### src/hdl/xsrng_pkg.sv
// Shared types and constants of the five-word xorshift random number generator.
package xsrng_pkg;

  // Data path widths
  localparam int unsigned WordW = 64;
  localparam int unsigned HalfW = 32;

  // Command queue between front and back
  localparam int unsigned FifoDepth = 2;
  localparam int unsigned FifoPtrW  = $clog2(FifoDepth);

  // Seed conditioning and expansion
  localparam logic [HalfW:0] SeedOffset  = 33'h0_ffff_fffe;
  localparam logic [HalfW:0] SeedModulus = 33'h0_ffff_ffff;
  localparam logic [HalfW:0] SeedMult    = 33'h1_1edc_6f41;
  localparam int unsigned    NumSquares  = 4;

  // Xorshift shift amounts
  localparam int unsigned ShiftA = 7;
  localparam int unsigned ShiftB = 6;
  localparam int unsigned ShiftC = 13;

  // Action codes on the input channel
  typedef enum logic [1:0] {
    ACT_RESEED = 2'd0,
    ACT_RAW    = 2'd1,
    ACT_RANGED = 2'd2,
    ACT_IGNORE = 2'd3
  } action_e;

  // Classified command handed from front to back
  typedef enum logic [2:0] {
    CMD_RESEED    = 3'd0,
    CMD_RAW       = 3'd1,
    CMD_RANGED    = 3'd2,
    CMD_BAD_RANGE = 3'd3,
    CMD_IGNORE    = 3'd4
  } cmd_e;

  // One queued transaction
  typedef struct packed {
    cmd_e             cmd;
    logic [HalfW-1:0] seed;   // conditioned seed, 1 .. 2^32-1
    logic [HalfW-1:0] lower;  // lower bound of a ranged draw
    logic [HalfW-1:0] span;   // upper - lower, valid for ranged draws
  } item_t;

endpackage

### src/hdl/xsrng_fifo.sv
// Short command queue between the classifying front and the executing back.
module xsrng_fifo (
  input  logic             clk_i,
  input  logic             rst_ni,
  input  logic             push_i,
  input  xsrng_pkg::item_t item_i,
  output logic             full_o,
  input  logic             pop_i,
  output xsrng_pkg::item_t item_o,
  output logic             empty_o
);
  import xsrng_pkg::*;

  item_t                mem_q [FifoDepth];
  logic [FifoPtrW-1:0]  wr_ptr_q, wr_ptr_d;
  logic [FifoPtrW-1:0]  rd_ptr_q, rd_ptr_d;
  logic [FifoPtrW:0]    count_q, count_d;

  assign full_o  = (count_q == (FifoPtrW+1)'(FifoDepth));
  assign empty_o = (count_q == '0);
  assign item_o  = mem_q[rd_ptr_q];

  // Pointer and fill count update
  always_comb begin
    wr_ptr_d = wr_ptr_q;
    rd_ptr_d = rd_ptr_q;
    count_d  = count_q;
    if (push_i) begin
      wr_ptr_d = (wr_ptr_q == FifoPtrW'(FifoDepth - 1)) ? '0 : wr_ptr_q + 1'b1;
    end
    if (pop_i) begin
      rd_ptr_d = (rd_ptr_q == FifoPtrW'(FifoDepth - 1)) ? '0 : rd_ptr_q + 1'b1;
    end
    if (push_i && !pop_i) begin
      count_d = count_q + 1'b1;
    end else if (!push_i && pop_i) begin
      count_d = count_q - 1'b1;
    end
  end

  always_ff @(posedge clk_i or negedge rst_ni) begin
    if (!rst_ni) begin
      wr_ptr_q <= '0;
      rd_ptr_q <= '0;
      count_q  <= '0;
    end else begin
      wr_ptr_q <= wr_ptr_d;
      rd_ptr_q <= rd_ptr_d;
      count_q  <= count_d;
    end
  end

  // Entry storage, no reset needed
  always_ff @(posedge clk_i) begin
    if (push_i) begin
      mem_q[wr_ptr_q] <= item_i;
    end
  end

endmodule

### src/hdl/xsrng_front.sv
// Front end: accepts input transactions, classifies them and precomputes operands.
module xsrng_front (
  input  logic                    in_valid_i,
  output logic                    in_stall_o,
  input  logic [1:0]              action_i,
  input  logic [31:0]             seed_value_i,
  input  logic signed [31:0]      lower_i,
  input  logic signed [31:0]      upper_i,
  input  logic                    full_i,
  output logic                    push_o,
  output xsrng_pkg::item_t        item_o
);
  import xsrng_pkg::*;

  logic [HalfW:0] seed_sum;
  logic [HalfW:0] seed_red;
  logic [HalfW:0] span_w;

  assign in_stall_o = full_i;
  assign push_o     = in_valid_i && !full_i;

  // Seed conditioning: ((seed - 1) mod (2^32 - 1)) + 1, one compare and subtract
  always_comb begin
    seed_sum = {1'b0, seed_value_i} + SeedOffset;
    seed_red = (seed_sum >= SeedModulus) ? (seed_sum - SeedModulus) : seed_sum;
  end

  // Range width at full precision; fits 32 bits whenever lower < upper
  assign span_w = {upper_i[HalfW-1], upper_i} - {lower_i[HalfW-1], lower_i};

  // Classification
  always_comb begin
    item_o.seed  = seed_red[HalfW-1:0] + 32'd1;
    item_o.lower = lower_i;
    item_o.span  = span_w[HalfW-1:0];
    unique case (action_i)
      ACT_RESEED: item_o.cmd = CMD_RESEED;
      ACT_RAW:    item_o.cmd = CMD_RAW;
      ACT_RANGED: item_o.cmd = (lower_i < upper_i) ? CMD_RANGED : CMD_BAD_RANGE;
      ACT_IGNORE: item_o.cmd = CMD_IGNORE;
      default:    item_o.cmd = CMD_IGNORE;
    endcase
  end

endmodule

### src/hdl/xsrng_back.sv
// Back end: generator state, shared 32x32 multiplier, remainder unit and result register.
module xsrng_back (
  input  logic               clk_i,
  input  logic               rst_ni,
  input  logic               empty_i,
  input  xsrng_pkg::item_t   item_i,
  output logic               pop_o,
  output logic               out_valid_o,
  input  logic               out_stall_i,
  output logic signed [31:0] value_o,
  output logic               status_o
);
  import xsrng_pkg::*;

  localparam logic [3:0] ST_IDLE     = 4'd0;
  localparam logic [3:0] ST_RS_MUL   = 4'd1;
  localparam logic [3:0] ST_RS_X     = 4'd2;
  localparam logic [3:0] ST_SQ_LL    = 4'd3;
  localparam logic [3:0] ST_SQ_LH    = 4'd4;
  localparam logic [3:0] ST_SQ_WR    = 4'd5;
  localparam logic [3:0] ST_DRAW_MUL = 4'd6;
  localparam logic [3:0] ST_DIV      = 4'd7;
  localparam logic [3:0] ST_RG_FIN   = 4'd8;

  localparam int unsigned SqCntW  = $clog2(NumSquares);
  localparam int unsigned DivCntW = $clog2(HalfW);
  localparam logic [SqCntW-1:0]  SqLast  = SqCntW'(NumSquares - 1);
  localparam logic [DivCntW-1:0] DivLast = DivCntW'(HalfW - 1);

  logic [3:0]         state_q, state_d;
  logic [WordW-1:0]   x_q, x_d, y_q, y_d, z_q, z_d, w_q, w_d, v_q, v_d;
  logic [WordW-1:0]   acc_q, acc_d;
  logic [WordW-1:0]   prod_q, prod_d;
  logic [HalfW-1:0]   cross_q, cross_d;
  logic [SqCntW-1:0]  sq_cnt_q, sq_cnt_d;
  logic [DivCntW-1:0] div_cnt_q, div_cnt_d;
  logic [HalfW-1:0]   rem_q, rem_d;
  logic [HalfW-1:0]   dvd_q, dvd_d;
  logic               neg_q, neg_d;
  cmd_e               cmd_q, cmd_d;
  logic [HalfW-1:0]   seed_q, seed_d;
  logic [HalfW-1:0]   lower_q, lower_d;
  logic [HalfW-1:0]   span_q, span_d;

  logic               out_valid_q;
  logic [HalfW-1:0]   out_value_q;
  logic               out_status_q;
  logic               out_free;
  logic               out_load;
  logic [HalfW-1:0]   load_value;
  logic               load_status;

  logic [HalfW-1:0]   mul_a, mul_b;
  logic [WordW-1:0]   mul_p;
  logic [WordW-1:0]   t_w, v_next, x_seed, sq_w;
  logic [HalfW:0]     trial;
  logic [HalfW-1:0]   draw_w, fmod_w;

  assign out_free    = !out_valid_q || !out_stall_i;
  assign out_valid_o = out_valid_q;
  assign value_o     = out_value_q;
  assign status_o    = out_status_q;

  // Shared multiplier operand select
  always_comb begin
    unique case (state_q)
      ST_RS_MUL: begin
        mul_a = seed_q;
        mul_b = SeedMult[HalfW-1:0];
      end
      ST_SQ_LL: begin
        mul_a = acc_q[HalfW-1:0];
        mul_b = acc_q[HalfW-1:0];
      end
      ST_SQ_LH: begin
        mul_a = acc_q[HalfW-1:0];
        mul_b = acc_q[WordW-1:HalfW];
      end
      ST_DRAW_MUL: begin
        mul_a = {y_q[HalfW-2:0], 1'b1};
        mul_b = v_q[HalfW-1:0];
      end
      default: begin
        mul_a = '0;
        mul_b = '0;
      end
    endcase
  end
  assign mul_p = mul_a * mul_b;

  // Xorshift step, arithmetic shift on x
  assign t_w    = x_q ^ {{ShiftA{x_q[WordW-1]}}, x_q[WordW-1:ShiftA]};
  assign v_next = v_q ^ (v_q << ShiftB) ^ t_w ^ (t_w << ShiftC);

  // Seed expansion: s * C with C = 2^32 + low word, squares from two partial products
  assign x_seed = prod_q + {seed_q, {HalfW{1'b0}}};
  assign sq_w   = prod_q + {cross_q[HalfW-2:0], 1'b0, {HalfW{1'b0}}};

  // Output word of a draw and restoring remainder step
  assign draw_w = mul_p[HalfW-1:0];
  assign trial  = {rem_q, dvd_q[HalfW-1]};
  assign fmod_w = (neg_q && (rem_q != '0)) ? (span_q - rem_q) : rem_q;

  // Sequencer
  always_comb begin
    state_d     = state_q;
    x_d         = x_q;
    y_d         = y_q;
    z_d         = z_q;
    w_d         = w_q;
    v_d         = v_q;
    acc_d       = acc_q;
    prod_d      = prod_q;
    cross_d     = cross_q;
    sq_cnt_d    = sq_cnt_q;
    div_cnt_d   = div_cnt_q;
    rem_d       = rem_q;
    dvd_d       = dvd_q;
    neg_d       = neg_q;
    cmd_d       = cmd_q;
    seed_d      = seed_q;
    lower_d     = lower_q;
    span_d      = span_q;
    pop_o       = 1'b0;
    out_load    = 1'b0;
    load_value  = '0;
    load_status = 1'b0;

    unique case (state_q)
      ST_IDLE: begin
        if (!empty_i) begin
          unique case (item_i.cmd)
            CMD_RESEED: begin
              pop_o   = 1'b1;
              seed_d  = item_i.seed;
              state_d = ST_RS_MUL;
            end
            CMD_RAW, CMD_RANGED: begin
              pop_o   = 1'b1;
              cmd_d   = item_i.cmd;
              lower_d = item_i.lower;
              span_d  = item_i.span;
              x_d     = y_q;
              y_d     = z_q;
              z_d     = w_q;
              w_d     = v_q;
              v_d     = v_next;
              state_d = ST_DRAW_MUL;
            end
            default: begin
              // bad range or ignored action: no state change
              if (out_free) begin
                pop_o       = 1'b1;
                out_load    = 1'b1;
                load_status = (item_i.cmd == CMD_BAD_RANGE);
              end
            end
          endcase
        end
      end
      ST_RS_MUL: begin
        prod_d  = mul_p;
        state_d = ST_RS_X;
      end
      ST_RS_X: begin
        x_d      = x_seed;
        acc_d    = x_seed;
        sq_cnt_d = '0;
        state_d  = ST_SQ_LL;
      end
      ST_SQ_LL: begin
        prod_d  = mul_p;
        state_d = ST_SQ_LH;
      end
      ST_SQ_LH: begin
        cross_d = mul_p[HalfW-1:0];
        state_d = ST_SQ_WR;
      end
      ST_SQ_WR: begin
        if ((sq_cnt_q != SqLast) || out_free) begin
          acc_d = sq_w;
          case (sq_cnt_q)
            2'd0:    y_d = sq_w;
            2'd1:    z_d = sq_w;
            2'd2:    w_d = sq_w;
            default: v_d = sq_w;
          endcase
          if (sq_cnt_q == SqLast) begin
            out_load = 1'b1;
            state_d  = ST_IDLE;
          end else begin
            sq_cnt_d = sq_cnt_q + 1'b1;
            state_d  = ST_SQ_LL;
          end
        end
      end
      ST_DRAW_MUL: begin
        if (cmd_q == CMD_RAW) begin
          if (out_free) begin
            out_load   = 1'b1;
            load_value = draw_w;
            state_d    = ST_IDLE;
          end
        end else begin
          neg_d     = draw_w[HalfW-1];
          dvd_d     = draw_w[HalfW-1] ? (~draw_w + 1'b1) : draw_w;
          rem_d     = '0;
          div_cnt_d = '0;
          state_d   = ST_DIV;
        end
      end
      ST_DIV: begin
        // one quotient bit per cycle, only the remainder is kept
        rem_d = (trial >= {1'b0, span_q}) ? (trial[HalfW-1:0] - span_q) : trial[HalfW-1:0];
        dvd_d = {dvd_q[HalfW-2:0], 1'b0};
        if (div_cnt_q == DivLast) begin
          state_d = ST_RG_FIN;
        end else begin
          div_cnt_d = div_cnt_q + 1'b1;
        end
      end
      ST_RG_FIN: begin
        if (out_free) begin
          out_load   = 1'b1;
          load_value = lower_q + fmod_w;
          state_d    = ST_IDLE;
        end
      end
      default: begin
        state_d = ST_IDLE;
      end
    endcase
  end

  // Control and generator state
  always_ff @(posedge clk_i or negedge rst_ni) begin
    if (!rst_ni) begin
      state_q     <= ST_IDLE;
      x_q         <= '0;
      y_q         <= '0;
      z_q         <= '0;
      w_q         <= '0;
      v_q         <= '0;
      sq_cnt_q    <= '0;
      div_cnt_q   <= '0;
      cmd_q       <= CMD_IGNORE;
      out_valid_q <= 1'b0;
    end else begin
      state_q     <= state_d;
      x_q         <= x_d;
      y_q         <= y_d;
      z_q         <= z_d;
      w_q         <= w_d;
      v_q         <= v_d;
      sq_cnt_q    <= sq_cnt_d;
      div_cnt_q   <= div_cnt_d;
      cmd_q       <= cmd_d;
      out_valid_q <= out_load || (out_valid_q && out_stall_i);
    end
  end

  // Data path registers
  always_ff @(posedge clk_i) begin
    acc_q   <= acc_d;
    prod_q  <= prod_d;
    cross_q <= cross_d;
    rem_q   <= rem_d;
    dvd_q   <= dvd_d;
    neg_q   <= neg_d;
    seed_q  <= seed_d;
    lower_q <= lower_d;
    span_q  <= span_d;
    if (out_load) begin
      out_value_q  <= load_value;
      out_status_q <= load_status;
    end
  end

  // Checks
  a_pop_nonempty: assert property (@(posedge clk_i) disable iff (!rst_ni)
    pop_o |-> !empty_i)
    else $error("queue popped while empty");

  a_rem_below_span: assert property (@(posedge clk_i) disable iff (!rst_ni)
    (state_q == ST_DIV) |-> (rem_q < span_q))
    else $error("partial remainder not below range width");

  a_error_zero: assert property (@(posedge clk_i) disable iff (!rst_ni)
    (out_valid_q && out_status_q) |-> (out_value_q == '0))
    else $error("error result carries a nonzero value");

  a_draw_cmd: assert property (@(posedge clk_i) disable iff (!rst_ni)
    (state_q == ST_DRAW_MUL) |-> ((cmd_q == CMD_RAW) || (cmd_q == CMD_RANGED)))
    else $error("draw multiply without a draw command");

endmodule

### src/hdl/xorshift_five_word_rng_core.sv
// Raw draw: the state update step followed by the 32x32 output multiply; the result
// register is loaded once it is free, and the next command waits until then.
// Ranged draw: the draw multiply, then the restoring remainder unit takes one bit per cycle.
// Reseed: runs on the shared multiplier (two products and a write per squaring).
// Reset: all five state words are zero, the queue and result register are empty.
// Top level of the five-word xorshift random number generator.
module xorshift_five_word_rng_core (
  input  logic               clk_i,
  input  logic               rst_ni,
  input  logic               in_valid_i,
  output logic               in_stall_o,
  input  logic [1:0]         action_i,
  input  logic [31:0]        seed_value_i,
  input  logic signed [31:0] lower_i,
  input  logic signed [31:0] upper_i,
  output logic               out_valid_o,
  input  logic               out_stall_i,
  output logic signed [31:0] value_o,
  output logic               status_o
);
  import xsrng_pkg::*;

  logic  push;
  logic  full;
  logic  pop;
  logic  empty;
  item_t push_item;
  item_t head_item;

  // Classify incoming transactions
  xsrng_front u_front (
    .in_valid_i   (in_valid_i),
    .in_stall_o   (in_stall_o),
    .action_i     (action_i),
    .seed_value_i (seed_value_i),
    .lower_i      (lower_i),
    .upper_i      (upper_i),
    .full_i       (full),
    .push_o       (push),
    .item_o       (push_item)
  );

  // Decoupling queue
  xsrng_fifo u_fifo (
    .clk_i   (clk_i),
    .rst_ni  (rst_ni),
    .push_i  (push),
    .item_i  (push_item),
    .full_o  (full),
    .pop_i   (pop),
    .item_o  (head_item),
    .empty_o (empty)
  );

  // Execute and deliver results
  xsrng_back u_back (
    .clk_i       (clk_i),
    .rst_ni      (rst_ni),
    .empty_i     (empty),
    .item_i      (head_item),
    .pop_o       (pop),
    .out_valid_o (out_valid_o),
    .out_stall_i (out_stall_i),
    .value_o     (value_o),
    .status_o    (status_o)
  );

endmodule

### config.mk
export PLATFORM = sky130hd
export DESIGN_NAME = xorshift_five_word_rng_core
export DESIGN_NICKNAME = d
export VERILOG_FILES = /design/src/hdl/xsrng_pkg.sv /design/src/hdl/xsrng_fifo.sv /design/src/hdl/xsrng_front.sv /design/src/hdl/xsrng_back.sv /design/src/hdl/xorshift_five_word_rng_core.sv
export SDC_FILE = /design/constraint.sdc
export NUM_CORES = 2
export LEC_CHECK = 0
export BUFFER_PORTS_ARGS = -buffer_cell sky130_fd_sc_hd__buf_2
export CAP_MARGIN = 20
export CORE_ASPECT_RATIO = 1.25
export CORE_MARGIN = 1
export CORE_UTILIZATION = 30
export CTS_CLUSTER_DIAMETER = 40
export DETAILED_ROUTE_END_ITERATION = 10
export PLACE_DENSITY_LB_ADDON = 0.05
export SLEW_MARGIN = 30
export SYNTH_ARGS = -nofsm -noshare
export SYNTH_HDL_FRONTEND = slang
export SYNTH_SLANG_ARGS = --single-unit
### constraint.sdc
create_clock -name clk_i -period 15.2 [get_ports clk_i]
set_input_delay 1.52 -clock clk_i [delete_from_list [all_inputs] [get_ports clk_i]]
set_output_delay 1.52 -clock clk_i [all_outputs]
set_load 0.1 [all_outputs]
==> flow_metrics.tcl <==
set metrics [dict create \
    synth_area_per_cell_um2 9.49 \
    dr.pass1.iters 6 \
    dieWidth_um 468 \
    hold_path_depth 2 \
    drive_gt1_frac 0.0898 \
    maxSlewHeadroom 0.305 \
    rsz0062_at_grt "no" \
    final_antenna_net_count 0 \
    first_iter_violations 4225 \
    tns_ps 0 \
    vias_per_cell 5.09 \
    synth_largest_area_cell "fa_1" \
    netlist_instances 8571 \
    min_period_ps 11480 \
    yosysMostFrequentCell "nand2_1" \
    ios 137 \
    fillerInstances 27600 \
    grt_use_met3 0.0209 \
    cp_max_fo 48 \
    dieArea_um2 273000 \
    clkSinkCount 890 \
    synth_edf_count 551 \
    wire_per_inst_um 26.9 \
    cap_violations 0 \
    yosys.area.top_type_share 0.222 \
    syn2layout_area_growth_pct 12.7 \
    worstMarginPinSlew_ps 1040 \
    r2r_cells 34 \
    grt_max_degree 176 \
    hold_viol_final 0 \
    ys_seq_area_frac 0.308 \
    use_met1 0.308 \
    vias 62600 \
    cp-end-kind "flop" \
    cp.required_ps 15670 \
    drt-total-wl_mm 330 \
    htreeDepth 4 \
    io_buffers 136 \
    worstPathArrival_ps 11950 \
    cts_resized 0 \
    cts_buffer_depth 4 \
    use_met2 0.430 \
    grt_pass1_wl_mm 479 \
    clk_pin_slew_worst_paths_ps 60 \
    setup_viol 0 \
    cts_tree "built" \
    fin_nets 10100 \
    synth_nets 10000 \
    hold_path.class "flop to flop" \
    die_h_um 584 \
    slew_violations 0 \
    cpPeakStageDelay_ps 770 \
    ys.flop_type "edfxtp_1" \
    finalCritPeriodShare 0.755 \
    finClkSkew_ps 101 \
    synth.area.top_cells "fa_1, edfxtp_1, dfrtp_1" \
    fmax_mhz 87.1 \
    worstSkewPairLatency_ps 830 \
    post_cts_buffers 0 \
    start_util 0.302 \
    gr-total-overflow 0 \
    grt_pass1_vias 66000 \
    criticalPathCategory "flop to flop" \
    netlist_area_um2 81300 \
    ctsHoldBuffers 0 \
    synth_commonest_cells "nand2_1, inv_1, fa_1" \
    routabilityCongestion 0.888 \
    synth_warnings 0 \
    crit_path_start_kind "flop" \
    async_flop_share 0.381 \
    antenna_found_initial 16 \
    drc 0 \
    grt.total_usage 0.243 \
    grt.busiest_layer "met2" \
    rows 213 \
    hpwl_mm 254 \
    core_area_um2 269000 \
    ys_ff_latch 890 \
    critPathSlowestCell "nand2_1" \
    numCtsBuffers 157 \
    synth.distinct_cells 94 \
    clockRootBuffer "clkbuf_16" \
    status "complete, no violations" \
    post-route-util 0.340 \
]
worst paths after layout:
path,start,to,slack [ps]
min in group asynchronous,rst_ni,u_back.z_q[39],760
max,u_back.state_q[0],u_back.dvd_q[16],3720
min,u_back.w_q[53],u_back.w_q[53],480
max reg2reg,u_back.state_q[0],u_back.dvd_q[16],3720
max in group asynchronous,rst_ni,u_back.y_q[8],12420
min reg2reg,u_back.w_q[53],u_back.w_q[53],480
worst max-delay path: cells and delay by family, from the launching register on:
family	cells	cell delay [ps]
AO/OA/AOI/OAI	7	1330
buffers and inverters	10	2050
adder cells (fa/ha/maj)	9	4300
AND/OR/NAND/NOR	6	2040
flip-flops	1	540
XOR/XNOR	2	830
layout make-up:
class                   count  area [µm²]  area share
multi-input cells        6182       51100       0.557
flip-flops and latches    890       25000       0.273
well taps                3547        4440      0.0484
clock buffers             178        4090      0.0446
inverters                1087        4080      0.0445
repair buffers            295        1940      0.0212
clock inverters            99        1000      0.0109
diodes                      4        10.0    0.000109
placed cells by master, fill, tap and decap left out, types with 109 or more instances in the layout:
cell       netlist  layout
clkbuf_16        0     158
inv_1         1086    1086
xor2_1         154     154
buf_4            0     152
o21ai_0        414     412
xnor2_1        339     335
a21oi_1        459     458
nand2_1       1265    1261
dfrtp_1        338     336
ha_1           463     463
fa_1           902     902
a21o_1         109     109
edfxtp_1       551     551
nor2_1         734     728
buf_2            6     135
flip-flops by register name (all words and copies together) (netlist names), 4 cells and up:
register,flops
u_back.acc_q,64
u_back.cross_q,31
u_back.div_cnt_q,5
u_back.dvd_q,32
u_back.lower_q,32
u_back.prod_q,64
u_back.rem_q,32
u_back.seed_q,32
u_back.span_q,32
u_back.state_q,4
u_back.v_q,64
u_back.value_o,32
u_back.w_q,64
u_back.x_q,64
u_back.y_q,64
u_back.z_q,64
u_fifo.mem_q,198
kinds of logic after synthesis:
kind of cell,Yosys count,synth area share
flops,890,0.308
buf+inv,1499,0.0695
mux,131,0.0177
compound gates,1601,0.121
simple gates,2592,0.137
xor+xnor,493,0.0531
fa+ha+maj,1365,0.293
routing by layer:
metal,up-vias,part of all wire
met2,1498,0.50
met5,-,0.00014
li1,28500,-
met3,406,0.032
met1,32200,0.43
met4,6,0.038
metrics by stage:
step	instances	worst slack (ps)	instance area (µm²)	hold slack, ps
final	12300	3720	91700	476
after CTS	12300	3760	91600	481
after global placement	12000	3690	86500	455
after detailed placement	12000	3790	86500	469
after floorplan	8571	4190	81300	439
after global routing	12300	3060	91700	501
Power is not shown: default switching activity piles up to over one toggle a cycle in this logic, so the estimate is an artifact.
